[src/hdl/glim_pkg.sv]
// shared types and constants of the galois lfsr initialization matrix block
package glim_pkg;

   localparam int unsigned MaskWidth = 64;

   typedef logic [MaskWidth-1:0] mask_type;
   typedef logic [6:0]           count_type;
   typedef logic [5:0]           bit_index_type;
   typedef logic [7:0]           csr_index_type;

   // configuration register indexes
   localparam csr_index_type CsrTapMask   = 8'd0;
   localparam csr_index_type CsrRegLength = 8'd1;
   localparam csr_index_type CsrRowCount  = 8'd2;
   localparam csr_index_type CsrColCount  = 8'd3;

   localparam count_type MaxRounds = 7'd64;

   typedef enum logic [1:0] {
      ST_IDLE,
      ST_REDUCE,
      ST_ROUND,
      ST_EMIT
   } state_type;

   // per-cycle command to every cell of the chain
   typedef struct packed {
      logic clear;
      logic round;
      logic shift;
   } cell_cmd_type;

endpackage

[src/hdl/glim_ctrl.sv]
// sequencer: offset reduction, round counting and row emission
module glim_ctrl (
   input  logic                    clock,
   input  logic                    reset,
   input  logic                    req_valid,
   output logic                    req_ready,
   input  glim_pkg::count_type     round_count,
   input  glim_pkg::bit_index_type bit_offset,
   input  glim_pkg::count_type     rows_eff,
   input  logic                    rsp_ready,
   output logic                    rsp_valid,
   output glim_pkg::bit_index_type row_index,
   output logic                    last_row,
   output glim_pkg::bit_index_type key_bit,
   output glim_pkg::cell_cmd_type  cmd
);
   import glim_pkg::*;

   state_type     state_ff, state_in;
   count_type     rounds_ff, rounds_in;
   bit_index_type key_ff, key_in;
   count_type     round_cnt_ff, round_cnt_in;
   count_type     rows_ff, rows_in;
   count_type     row_cnt_ff, row_cnt_in;

   logic      req_xfer;
   logic      rsp_xfer;
   count_type rounds_sat;
   count_type key_inc;
   count_type round_cnt_inc;
   count_type row_cnt_inc;

   assign req_xfer      = req_valid && req_ready;
   assign rsp_xfer      = rsp_valid && rsp_ready;
   assign rounds_sat    = (round_count > MaxRounds) ? MaxRounds : round_count;
   assign key_inc       = {1'b0, key_ff} + 7'd1;
   assign round_cnt_inc = round_cnt_ff + 7'd1;
   assign row_cnt_inc   = row_cnt_ff + 7'd1;

   always_ff @(posedge clock) begin
      if (reset) begin
         state_ff     <= ST_IDLE;
         rounds_ff    <= '0;
         key_ff       <= '0;
         round_cnt_ff <= '0;
         rows_ff      <= '0;
         row_cnt_ff   <= '0;
      end else begin
         state_ff     <= state_in;
         rounds_ff    <= rounds_in;
         key_ff       <= key_in;
         round_cnt_ff <= round_cnt_in;
         rows_ff      <= rows_in;
         row_cnt_ff   <= row_cnt_in;
      end
   end

   always_comb begin
      state_in     = state_ff;
      rounds_in    = rounds_ff;
      key_in       = key_ff;
      round_cnt_in = round_cnt_ff;
      rows_in      = rows_ff;
      row_cnt_in   = row_cnt_ff;
      req_ready    = 1'b0;
      rsp_valid    = 1'b0;
      cmd          = '0;

      unique case (state_ff)
         ST_IDLE: begin
            req_ready = 1'b1;
            if (req_valid) begin
               cmd.clear    = 1'b1;
               rounds_in    = rounds_sat;
               key_in       = bit_offset;
               round_cnt_in = '0;
               rows_in      = rows_eff;
               row_cnt_in   = '0;
               if (rounds_sat != '0) begin
                  state_in = ST_REDUCE;
               end else if (rows_eff != '0) begin
                  state_in = ST_EMIT;
               end
            end
         end
         ST_REDUCE: begin
            // offset mod rounds by repeated subtraction
            if ({1'b0, key_ff} >= rounds_ff) begin
               key_in = key_ff - rounds_ff[5:0];
            end else begin
               state_in = ST_ROUND;
            end
         end
         ST_ROUND: begin
            cmd.round    = 1'b1;
            key_in       = (key_inc == rounds_ff) ? '0 : key_inc[5:0];
            round_cnt_in = round_cnt_inc;
            if (round_cnt_inc == rounds_ff) begin
               state_in = (rows_ff != '0) ? ST_EMIT : ST_IDLE;
            end
         end
         ST_EMIT: begin
            rsp_valid = 1'b1;
            if (rsp_ready) begin
               cmd.shift  = 1'b1;
               row_cnt_in = row_cnt_inc;
               if (row_cnt_inc == rows_ff) begin
                  state_in = ST_IDLE;
               end
            end
         end
         default: begin
            state_in = ST_IDLE;
         end
      endcase
   end

   assign row_index = row_cnt_ff[5:0];
   assign last_row  = (row_cnt_inc == rows_ff);
   assign key_bit   = key_ff;

`ifndef NO_ASSERTIONS
   a_row_in_range: assert property (@(posedge clock) disable iff (reset)
      rsp_valid |-> (row_cnt_ff < rows_ff))
      else $error("row counter beyond row count");

   a_key_in_range: assert property (@(posedge clock) disable iff (reset)
      cmd.round |-> ({1'b0, key_ff} < rounds_ff))
      else $error("key bit index not reduced below round count");

   a_reduce_nonzero: assert property (@(posedge clock) disable iff (reset)
      (state_ff == ST_REDUCE) |-> (rounds_ff != '0))
      else $error("offset reduction with zero rounds");

   a_last_to_idle: assert property (@(posedge clock) disable iff (reset)
      (rsp_xfer && last_row) |=> (state_ff == ST_IDLE))
      else $error("request not finished after last row");

   a_cmd_exclusive: assert property (@(posedge clock) disable iff (reset)
      req_xfer |-> (!cmd.round && !cmd.shift))
      else $error("clear overlaps a round or shift");
`endif

endmodule

[config.mk]
export PLATFORM = sky130hd
export DESIGN_NAME = glim_ctrl
export DESIGN_NICKNAME = d
export VERILOG_FILES = /design/src/hdl/glim_pkg.sv /design/src/hdl/glim_ctrl.sv
export SDC_FILE = /design/constraint.sdc
export NUM_CORES = 1
export LEC_CHECK = 0
export BUFFER_PORTS_ARGS = -buffer_cell sky130_fd_sc_hd__buf_2
export CORE_MARGIN = 3
export CORE_UTILIZATION = 56
export CTS_BUF_LIST = sky130_fd_sc_hd__clkbuf_4 sky130_fd_sc_hd__clkbuf_8 sky130_fd_sc_hd__clkbuf_16
export DETAILED_ROUTE_END_ITERATION = 10
export PLACE_DENSITY_LB_ADDON = 0.05
export SKIP_LAST_GASP = 1
export SLEW_MARGIN = 25
export SYNTH_ARGS = -nofsm -noshare
export SYNTH_HDL_FRONTEND = slang
export SYNTH_SLANG_ARGS = --single-unit
[constraint.sdc]
create_clock -name clock -period 5.4 [get_ports clock]
set_clock_uncertainty 0.15 [all_clocks]
set_input_delay 0 -clock clock [delete_from_list [all_inputs] [get_ports clock]]
set_output_delay 0 -clock clock [all_outputs]
set_load 0.01 [all_outputs]
==> results.json <==
{
  "worst_path_most_repeated_cell": "xnor2_1",
  "syn_nets": 370,
  "synth_compound_area_share_pct": 18.66,
  "clock_latency_ns": 0.29,
  "synth_fa_ha_area_share_pct": 7.077,
  "dr.pass1.iters": 4,
  "yosysWarnings": 0,
  "core-area_um2": 4414,
  "path_clk_slew_ns": 0.08,
  "drt_iter0_drc": 219,
  "grt_overflow": 0,
  "setup_viol": 0,
  "stdcell_count": 431,
  "reg2reg_from": "round_cnt_ff[0]$_SDFFE_PP0P_",
  "slew_headroom_pct": 55.76,
  "antenna_found_initial": 0,
  "synth.avg_cell_area_um2": 7.775,
  "ys_top_cells_by_count": "nand2_1, dfxtp_1, nor2_1, a21oi_1, xnor2_1",
  "cts_sinks": 36,
  "grt_pass1_wl_mm": 10.60,
  "netlist.area_leader.share_pct": 27.92,
  "wl_mm": 6.675,
  "yosys.area_share.simple_pct": 24.96,
  "cp_data_required_time_ns": 5.43,
  "yosysUniqueCellTypes": 53,
  "yosysMostFrequentCell": "nand2_1",
  "yosysSeqAreaShare_pct": 27.92,
  "clock.fmax_ghz": 0.4028,
  "drc": 0,
  "track_usage_pct": 25.30,
  "synth_top_family_by_area": "simple AND/OR/NAND/NOR gates",
  "grt_max_degree": 36,
  "cp-startpoint": "round_cnt_ff[0]$_SDFFE_PP0P_",
  "syn2layout_area_growth_pct": 17.74,
  "h-tree-depth": 2,
  "finalHoldViolCount": 0,
  "synthMuxAreaShare_pct": 1.551,
  "fin_ws_ns": 2.917,
  "critical_path.max_fanout": 6,
  "fp.dieH_um": 73.89,
  "io_pins": 42,
  "powerDensity_nw_per_um2": 441.6,
  "die-width_um": 73.89,
  "arrival_ns": 2.51,
  "ys.flop_type": "dfxtp_1",
  "finalCritPeriodShare_pct": 45.98,
  "power_leakage_uw": 0.001261,
  "synth_largest_area_cell": "dfxtp_1",
  "critPathMaxStageDelay_ns": 0.51,
  "drv_cap": 0,
  "dieArea_um2": 5460,
  "min_period_ns": 2.483,
  "netlist_area_um2": 2581,
  "cts_root_buf": "clkbuf_8",
  "ir_worst_vdd_v": 0.0002893,
  "crit_type": "reg2reg",
  "cp-start-kind": "flop",
  "hp-start": "round_count[1]",
  "pre_cts_slack_ns": 2.937,
  "synthTopCellsByArea": "dfxtp_1, xnor2_1, a21oi_1",
  "n_fill_cell": 403,
  "nNetsFinal": 416,
  "clockBufferDepth": 2,
  "hpwl_mm": 4.914,
  "worst_slew_pin_slew_ns": 0.6619,
  "io_buffer_count": 41,
  "row_count": 24,
  "async_flop_share_pct": 0,
  "hp-class": "in2reg",
  "grt_setup_unrepaired": "no",
  "placed_cells": 406,
  "synthXorXnorAreaFrac_pct": 13.86,
  "synth-seq-cells": 36,
  "grt_pass1_vias": 2213,
  "synth_edf_count": 0,
  "cts_tree": "yes",
  "finalSetupTns_ns": 0,
  "end_kind": "flop",
  "status": "finished clean",
  "initial_core_util_pct": 58.48,
  "cts_buffers": 5,
  "path_cells": "ha_1 > xnor2_1 > xnor2_1 > or4_1 > nor4_2 > o221ai_2 > mux2i_1",
  "vias": 2516,
  "wl_per_cell_um": 15.49,
  "finalMaxSlewViolations": 0,
  "n_antenna_cell": 0,
  "drtAntennaViolNets": 0,
  "syn_inst": 332,
  "drive_gt1_share_pct": 14.25,
  "cpMaxStageDelayCell": "or4_1",
  "viasPerCell": 5.838,
  "cts_resized": 0,
  "gp_congestion": 0.8580
}
[flip-flops by register name, indices dropped and copies added (netlist names)]
name          cells
rows_ff           7
state_ff          2
rounds_ff         7
row_cnt_ff        7
round_cnt_ff      7
key_bit           6
[timing repair]
item	CTS	global route
buffers inserted	0	0
endpoints found under the hold margin	17	0
hold buffers	17	0
[stage by stage]
step | hold WS, ns | instance area, um^2 | power, uW | utilization [%]
finish | 0.01046 | 3039 | 1342 | 68.85
global route | 0.04379 | 3039 | 1439 | 68.85
global placement | 0.1066 | 2758 | 1080 | 62.47
detailed placement | 0.1120 | 2758 | 1086 | 62.47
floorplan | -0.01403 | 2581 | 907.6 | -
CTS | 0.003082 | 3039 | 1341 | 68.85
[kinds of logic (layout without fill, tap and decap cells)]
logic type	after synthesis	count (layout)
buffers and inverters	35	82
AOI/OAI and AO/OA	77	77
xor gates and xnor gates	36	36
DFF	36	36
muxes	4	4
adders and majority gates	14	14
and+or+nand+nor	130	130
[critical path: cells and delay by family (launching register included)]
family                   cells  cell delay (ns)
AO/OA/AOI/OAI                1             0.18
adder cells (fa/ha/maj)      1             0.32
flip-flops                   1             0.44
multiplexers                 1             0.15
AND/OR/NAND/NOR              2             0.86
XOR/XNOR                     2             0.27
[power by group]
part | switching [uW] | total (uW) | internal, uW
Sequential | 69.3 | 379 | 310
Clock | 103 | 240 | 137
Combinational | 424 | 724 | 299
Total | 597 | 1340 | 745
[layout make-up]
| type | instances | area [um^2] | area share [%] |
|---|---|---|---|
| Inverter | 16 | 60.06 | 1.976 |
| Clock inverter | 3 | 42.54 | 1.400 |
| Multi-Input combinational cell | 261 | 1707 | 56.15 |
| Tap cell | 52 | 65.06 | 2.141 |
| Sequential cell | 36 | 720.7 | 23.71 |
| Timing Repair Buffer | 58 | 375.4 | 12.35 |
| Clock buffer | 5 | 68.82 | 2.264 |
[final timing paths]
| check | cells past startpoint | slack [ns] | to |
|---|---|---|---|
| max reg2reg | 7 | 2.92 | state_ff[0]$_SDFFE_PP0P_ |
| min | 4 | 0.01 | rounds_ff[1]$_SDFFE_PP0P_ |
| max | 7 | 2.92 | state_ff[0]$_SDFFE_PP0P_ |
| min reg2reg | 2 | 0.35 | rows_ff[6]$_SDFFE_PP0P_ |
[layout by cell type, fill, tap and decap left out, drive strengths merged, types with 3 or more instances in the layout]
cell type / n
a21oi: 33
a22oi: 3
nor4: 5
clkbuf: 5
xnor2: 23
inv: 15
xor2: 10
nor2: 34
nor3: 7
or3: 4
mux2i: 4
nor3b: 6
dfxtp: 36
a21o: 3
a31oi: 3
ha: 13
and3: 8
dlygate4sd3: 17
nor2b: 5
nand3: 13
nand2: 37
o21ai: 14
buf: 41
[routing by layer]
layer	vias up	part of all wire (%)	GRT usage [%]
met2	88	47	39.76
li1	1263	-	-
met5	-	0	0
met3	6	7.5	4.788
met4	0	0.91	5.835
met1	1159	44	35.70
(Power assumes the default switching activity.)
