===== config.mk =====
export PLATFORM = sky130hd
export DESIGN_NAME = glim_cell
export DESIGN_NICKNAME = d
export VERILOG_FILES = /design/src/hdl/glim_pkg.sv /design/src/hdl/glim_cell.sv
export SDC_FILE = /design/constraint.sdc
export NUM_CORES = 1
export LEC_CHECK = 0
export BUFFER_PORTS_ARGS = -buffer_cell sky130_fd_sc_hd__buf_2
export CORE_MARGIN = 2
export CORE_UTILIZATION = 42
export DETAILED_ROUTE_END_ITERATION = 8
export GPL_TIMING_DRIVEN = 0
export PLACE_DENSITY = 0.69
export SLEW_MARGIN = 20
export SYNTH_ARGS = -nofsm -noshare
export SYNTH_HDL_FRONTEND = slang
export SYNTH_SLANG_ARGS = --single-unit

===== constraint.sdc =====
create_clock -name clock -period 1.2 [get_ports clock]
set_input_delay 0.24 -clock clock [delete_from_list [all_inputs] [get_ports clock]]
set_output_delay 0.24 -clock clock [all_outputs]
set_load 0.02 [all_outputs]

===== src/hdl/glim_pkg.sv =====
// shared types and constants of the galois lfsr initialization matrix block
package glim_pkg;

   localparam int unsigned MaskWidth = 64;

   typedef logic [MaskWidth-1:0] mask_type;
   typedef logic [6:0]           count_type;
   typedef logic [5:0]           bit_index_type;
   typedef logic [7:0]           csr_index_type;

   // configuration register indexes
   localparam csr_index_type CsrTapMask   = 8'd0;
   localparam csr_index_type CsrRegLength = 8'd1;
   localparam csr_index_type CsrRowCount  = 8'd2;
   localparam csr_index_type CsrColCount  = 8'd3;

   localparam count_type MaxRounds = 7'd64;

   typedef enum logic [1:0] {
      ST_IDLE,
      ST_REDUCE,
      ST_ROUND,
      ST_EMIT
   } state_type;

   // per-cycle command to every cell of the chain
   typedef struct packed {
      logic clear;
      logic round;
      logic shift;
   } cell_cmd_type;

endpackage


===== src/hdl/glim_cell.sv =====
// one register cell of the chain, holding the key-bit mask of that cell
module glim_cell (
   input  logic                  clock,
   input  glim_pkg::cell_cmd_type cmd,
   input  logic                  is_last,
   input  logic                  tap,
   input  glim_pkg::mask_type    entry,
   input  glim_pkg::mask_type    next_mask,
   output glim_pkg::mask_type    mask
);
   import glim_pkg::*;

   mask_type mask_ff;
   mask_type mask_in;

   always_comb begin
      mask_in = mask_ff;
      if (cmd.clear) begin
         mask_in = '0;
      end else if (cmd.round) begin
         if (is_last) begin
            mask_in = entry;
         end else begin
            mask_in = next_mask ^ (tap ? entry : '0);
         end
      end else if (cmd.shift) begin
         mask_in = next_mask;
      end
   end

   always_ff @(posedge clock) begin
      mask_ff <= mask_in;
   end

   assign mask = mask_ff;

endmodule


==> flow_metrics.py, run 1 <==
metrics = {
    "placed_design": {
        "dp_hpwl_mm": 12.1,
        "gp_congestion": 0.819,
        "io_buffers": 195,
        "dp_slack_ns": -0.250,
    },
    "power": {
        "power.share.switching": 0.328,
        "switching_power_uw": 2180,
        "p_int_uw": 4460,
        "p_leak_uw": 0.00258,
        "seqPwrFrac": 0.365,
        "combPwrFrac": 0.285,
        "max-vdd-ir-drop_mv": 0.548,
        "clkPwrFrac": 0.350,
        "powerDensity_nw_per_um2": 1060,
    },
    "global_route": {
        "antenna_found_initial": 0,
        "grtUsageTotal": 0.259,
        "overflow": 0,
        "grt_first_pass_wirelength_mm": 26.7,
        "grt_pass1_vias": 5412,
        "grt_start_max_net_pins": 11,
    },
    "timing": {
        "post-route-period-util": 0.931,
        "setup_viol": 0,
        "clock.fmax_mhz": 895,
        "relSlewSlack": 0.639,
        "hold_violations": 0,
        "clock_skew_ns": 0,
        "fin_ws_ns": 0.0830,
        "rsz0062_at_grt": "no",
        "fin_crit_ns": 1.12,
        "tns_ns": 0,
        "timing.final.max_slew_violations": 0,
        "worstMarginPinSlew_ns": 0.541,
    },
    "setup_path": {
        "critPathLaunchType": "primary input",
        "worstPathRequired_ns": 1.42,
        "crit_fanout": 10,
        "cp_data_arrival_time_ns": 1.34,
        "reg2reg_depth": 2,
        "crit_type": "primary input to flip-flop",
        "r2r_setup_slack_ns": 0.42,
        "reg2reg_to": "mask[57]",
        "critPathCaptureType": "flip-flop",
        "r2r_start": "mask[57]",
    },
    "clocking": {
        "cts_max_path_buffers": 2,
        "cts_buffers": 9,
        "holdBufCountCts": 0,
        "htreeDepth": 3,
        "clock-root-buffer": "clkbuf_16",
        "cts_tree": "yes",
        "cts_sinks": 64,
        "clkLatencyLatePin_ns": 0.33,
        "clk_pin_slew_ns": 0.06,
    },
    "run_status": {
        "status": "finished clean",
    },
    "routing": {
        "drt_iter0_drc": 355,
        "wl_mm": 16.6,
        "via_count": 5487,
        "drc": 0,
        "first_pass_iters": 5,
        "via_per_inst": 5.91,
        "detail-route-antenna-nets": 0,
        "routedWlPerCell_microns": 17.9,
    },
    "floorplan": {
        "die_width_microns": 111,
        "start_util": 0.428,
        "io_pins": 198,
        "die_area_sq_um": 12400,
        "core_area_sq_um": 11300,
        "row_count": 39,
        "die_h_microns": 111,
    },
    "synthesis": {
        "async_reset_ff_frac": 0,
        "yosysSeqAreaShare": 0.264,
        "synth.distinct_cells": 30,
        "yosysWarnings": 0,
        "synth_nets": 711,
        "synth_area_sq_um": 4850,
        "synth_edf_count": 0,
        "netlist_instances": 577,
        "ys_ff_latch": 64,
        "synth_flop_cell": "dfxtp_1",
        "syn_area_per_cell_sq_um": 8.40,
    },
    "worst_hold_path": {
        "whs_path_depth": 3,
        "hp-start": "entry[57]",
        "min_to": "mask[57]",
        "hp-class": "primary input to flip-flop",
    },
    "flow_run": {
        "maxCapViolations": 0,
    },
    "layout": {
        "layout-drive-gt1-share": 0.378,
        "largest_reg_flops": 64,
        "antenna_cells": 0,
        "nNetsFinal": 917,
        "fill_cells": 1130,
        "area_delta_synth_final_pct": 28.8,
    },
}
## repair_timing
item | CTS | global route
endpoints found under the hold margin | 0 | 0
setup buffers | 0 | 0
setup endpoints to repair | 0 | 2
gates resized for setup | 0 | 2
## logic make-up (layout without fill, tap and decap cells)
logic type,Yosys count,count (layout),synth area share
compound gates,255,255,0.394
buf+inv,64,272,0.0751
flops,64,64,0.264
mux,1,1,0.00206
simple gates,193,193,0.265
## how the worst max path moves through the flow
stage	startpoint	to	slack, ns	depth (start not counted)
detailed placement	cmd[1]	mask[9]	-0.25	6
finish	cmd[2]	mask[54]	0.08	4
floorplan	cmd[1]	mask[20]	0.10	5
CTS	cmd[1]	mask[9]	0.09	6
global route	cmd[2]	mask[55]	0.02	4
global placement	cmd[2]	mask[26]	-0.24	4
## per-stage QoR
stage | std cells | hold slack (ns) | total power (uW) | util | cell area [sq um]
finish | 928 | 0.194 | 6630 | 0.552 | 6250
global route | 928 | 0.208 | 6920 | 0.552 | 6250
CTS | 928 | 0.201 | 6630 | 0.552 | 6250
detailed placement | 915 | 0.518 | 4350 | 0.530 | 6000
global placement | 915 | 0.511 | 4290 | 0.530 | 6000
floorplan | 577 | 0.415 | 3590 | - | 4850
## power by group through the flow
| stage | Clock, uW | Combinational [uW] | Sequential, uW |
|---|---|---|---|
| 2_1_floorplan | 0 | 904 | 2690 |
| 3_3_place_gp | 0 | 1830 | 2460 |
| 3_5_place_dp | 0 | 1890 | 2460 |
| 4_1_cts | 2320 | 1890 | 2420 |
| 5_1_grt | 2430 | 2050 | 2440 |
| 6_report | 2320 | 1890 | 2420 |
## critical path, cell delays in order
cell and delay (ns):
buf_1 0.41, clkbuf_1 0.43, o21bai_1 0.19, a211oi_1 0.07
## cell usage after synthesis (all sizes together) (2+ instances only)
cell type,instances,share of area
o21bai,62,0.096
nor2b,65,0.085
or3b,61,0.11
a221oi,2,0.0049
clkbuf,18,0.015
o31ai,61,0.094
inv,2,0.0015
dfxtp,64,0.26
nand3,63,0.065
a211oi,62,0.13
o21ai,65,0.067
buf,44,0.059
## layer usage
metal  GRT usage  wire [microns]
met5           0               0
met4      0.0840             313
met3      0.0610            1170
met2       0.445            8020
met1       0.321            7080
## cells in the final DEF (no fill, tap or decap), types with 16 or more instances in the layout
master	Yosys	final
dfxtp_1	64	64
clkbuf_1	15	16
or3b_1	50	50
a211oi_2	30	30
o21ai_0	62	62
o21bai_1	62	62
buf_2	24	219
o31ai_1	61	61
nor2b_1	64	64
a211oi_1	32	32
nand3_1	63	63
## layout make-up
type,count,area (sq um),share of cell area
Inverter,2,7.51,0.00120
Multi-Input combinational cell,449,3200,0.513
Tap cell,143,179,0.0286
Buffer,62,358,0.0573
Timing Repair Buffer,195,976,0.156
Clock inverter,2,10.0,0.00160
Sequential cell,64,1280,0.205
Clock buffer,11,233,0.0372
Note: power is estimated with default switching activity, not from simulation.
==> run 2: changes to the inputs <==
--- a/config.mk
+++ b/config.mk
@@ -5,12 +5,13 @@
 export SDC_FILE = /design/constraint.sdc
 export NUM_CORES = 1
 export LEC_CHECK = 0
+export ABC_AREA = 1
 export BUFFER_PORTS_ARGS = -buffer_cell sky130_fd_sc_hd__buf_2
 export CORE_MARGIN = 2
 export CORE_UTILIZATION = 42
 export DETAILED_ROUTE_END_ITERATION = 8
 export GPL_TIMING_DRIVEN = 0
-export PLACE_DENSITY = 0.69
+export PLACE_DENSITY = 0.7
 export SLEW_MARGIN = 20
 export SYNTH_ARGS = -nofsm -noshare
 export SYNTH_HDL_FRONTEND = slang
==> constraint.sdc (replaced) <==
create_clock -name clock -period 1.15 [get_ports clock]
set_input_delay 0.23 -clock clock [delete_from_list [all_inputs] [get_ports clock]]
set_output_delay 0.23 -clock clock [all_outputs]
set_load 0.02 [all_outputs]
==> flow_metrics.py, run 2 <==
metrics = {
    "power": {
        "p_leak_uw": 0.00430,
        "max-vdd-ir-drop_mv": 0.774,
        "powerDensity_nw_per_um2": 1080,
    },
    "clocking": {
        "htreeDepth": 3,
        "cts_buffers": 9,
        "cts_sinks": 64,
        "clk_pin_slew_ns": 0.08,
        "post_cts_buffers": 0,
        "clock-root-buffer": "clkbuf_8",
        "cts_max_path_buffers": 2,
        "clkLatencyLatePin_ns": 0.33,
        "cts_tree": "yes",
    },
    "setup_path": {
        "cp_data_arrival_time_ns": 0.87,
        "reg2reg_to": "mask[63]",
        "critPathCaptureType": "primary output",
        "worstPathRequired_ns": 0.92,
        "worstPathCellList": "buf_2",
        "path_buf_inv": 1,
        "crit_start": "mask[0]",
        "critPathLaunchType": "flip-flop",
        "r2r_setup_slack_ns": 0.46,
        "crit_fanout": 2,
        "crit_family": "flip-flops",
        "crit_type": "flip-flop to primary output",
        "cpMaxStageDelayCell": "dfxtp_1",
        "cpPeakStageDelay_ns": 0.36,
        "reg2reg_depth": 4,
        "r2r_start": "mask[63]",
    },
    "timing": {
        "timing.final.max_slew_violations": 0,
        "fin_ws_ns": 0.0454,
        "post-route-period-util": 0.960,
        "clock.fmax_mhz": 905,
        "relSlewSlack": 0.673,
        "setup_viol": 0,
        "worstMarginPinSlew_ns": 0.491,
        "rsz0062_at_grt": "no",
        "clock_skew_ns": 0,
        "hold_violations": 0,
        "fin_crit_ns": 1.10,
    },
    "global_route": {
        "grt_start_max_net_pins": 12,
        "antenna_found_initial": 0,
        "grtUsageTotal": 0.227,
        "overflow": 0,
        "grt_first_pass_wirelength_mm": 21.8,
        "grt_pass1_vias": 4803,
    },
    "synthesis": {
        "synth.distinct_cells": 16,
        "synth_area_leaders": "dfxtp_1 27%, nand2_1 26%, nand3_1 14%",
        "syn_area_per_cell_sq_um": 5.29,
        "ys_ff_latch": 64,
        "synth_commonest_cells": "319 x nand2_1, 168 x inv_1, 128 x nor2_1",
        "synth_nets": 1017,
        "synth_edf_count": 0,
        "synth_area_sq_um": 4670,
        "async_reset_ff_frac": 0,
        "netlist_instances": 883,
        "synth.top_cell.area_share": 0.274,
        "synth_flop_cell": "dfxtp_1",
        "yosysWarnings": 0,
        "yosysSeqAreaShare": 0.274,
        "synth.most_common_cell": "nand2_1",
        "yosys.area.top_type": "dfxtp_1",
    },
    "routing": {
        "drt_iter0_drc": 349,
        "drc": 0,
        "first_pass_iters": 5,
        "via_per_inst": 4.47,
        "via_count": 5523,
        "wl_mm": 13.6,
        "routedWlPerCell_microns": 11.0,
        "detail-route-antenna-nets": 0,
    },
    "layout": {
        "final_cell_mix": "319 x nand2_1, 215 x buf_2, 168 x inv_1",
        "nNetsFinal": 1224,
        "largest_reg_flops": 64,
        "area_delta_synth_final_pct": 29.5,
        "fill_cells": 1170,
        "final_common_cell": "nand2_1",
        "instances_no_fill": 1235,
        "multi_input_area_sq_um": 2350,
        "layout-drive-gt1-share": 0.239,
        "seqCellArea_sq_um": 1280,
        "antenna_cells": 0,
    },
    "placed_design": {
        "dp_cells": 1219,
        "io_buffers": 196,
        "dp_hpwl_mm": 10.2,
        "gp_congestion": 0.841,
        "dp_slack_ns": -0.324,
    },
    "floorplan": {
        "die_h_microns": 109,
        "core_area_sq_um": 10800,
        "die_area_sq_um": 12000,
        "die_width_microns": 109,
        "row_count": 38,
        "start_util": 0.431,
        "io_pins": 198,
    },
    "worst_hold_path": {
        "hp-class": "primary input to flip-flop",
        "min_to": "mask[49]",
        "hp-start": "next_mask[49]",
        "whs_path_depth": 6,
    },
    "flow_run": {
        "maxCapViolations": 0,
    },
    "run_status": {
        "status": "finished clean",
    },
}
[run 2: cell types whose count changed in the layout (fill, tap and decap cells not counted), sizes merged, moves of 62 or more]
| cell | delta |
|---|---|
| o21ai | -64 |
| nand2 | +320 |
| nor2b | -65 |
| inv | +175 |
| nand3 | +63 |
| a211oi | -62 |
| nor2 | +127 |
[run 2: layer usage]
metal,up-vias,part of all wire,global-route usage
li1,2974,-,-
met1,2364,0.47,0.307
met2,170,0.45,0.371
met3,15,0.065,0.0368
met4,0,0.014,0.0705
met5,-,0,0
[run 2: power breakdown]
part	switching [uW]	leakage [uW]	internal [uW]
Sequential	90.9	0.000532	2400
Clock	924	0.000104	1220
Combinational	1150	0.00367	736
[run 2: layout make-up]
cell class                 count  share of cell area
multi-input combinational    580               0.389
sequential                    64               0.212
timing repair buffer         196               0.163
inverter                     192               0.119
buffer                        47              0.0526
tap                          140              0.0290
clock buffer                  11              0.0217
clock inverter                 5              0.0135
[run 2: kinds of logic (layout without fill, tap and decap cells)]
logic type,Yosys count,count (layout),synth area share
flops,64,64,0.274
simple gates,576,576,0.499
buf+inv,239,451,0.222
compound gates,4,4,0.00482
[run 2: through the flow]
| step | total power, uW | hold slack, ns | setup TNS [ns] | util | cell area (sq um) |
|---|---|---|---|---|---|
| 4_1_cts | 6560 | 0.259 | 0 | 0.557 | 6040 |
| 3_5_place_dp | 4420 | 0.507 | -17.51 | 0.537 | 5820 |
| 6_report | 6520 | 0.268 | 0 | 0.558 | 6050 |
| 2_1_floorplan | 3770 | 0.479 | 0 | - | 4670 |
| 3_3_place_gp | 4410 | 0.503 | -18.35 | 0.537 | 5820 |
| 5_1_grt | 6930 | 0.303 | 0 | 0.558 | 6050 |
[run 2: repair_timing]
action	in CTS	in global routing
resized for setup	0	5
setup endpoints to repair	0	63
endpoints found under the hold margin	0	0
hold buffers	0	0
[run 2: how the worst max path moves through the flow]
stage | depth (start not counted) | slack (ns) | endpoint
final | 1 | 0.05 | mask[0]
after global routing | 1 | 0.001 | mask[58]
after CTS | 1 | 0.03 | mask[63]
after detailed placement | 5 | -0.32 | mask[43]
after global placement | 5 | -0.32 | mask[37]
after floorplan | 7 | 0.10 | mask[52]
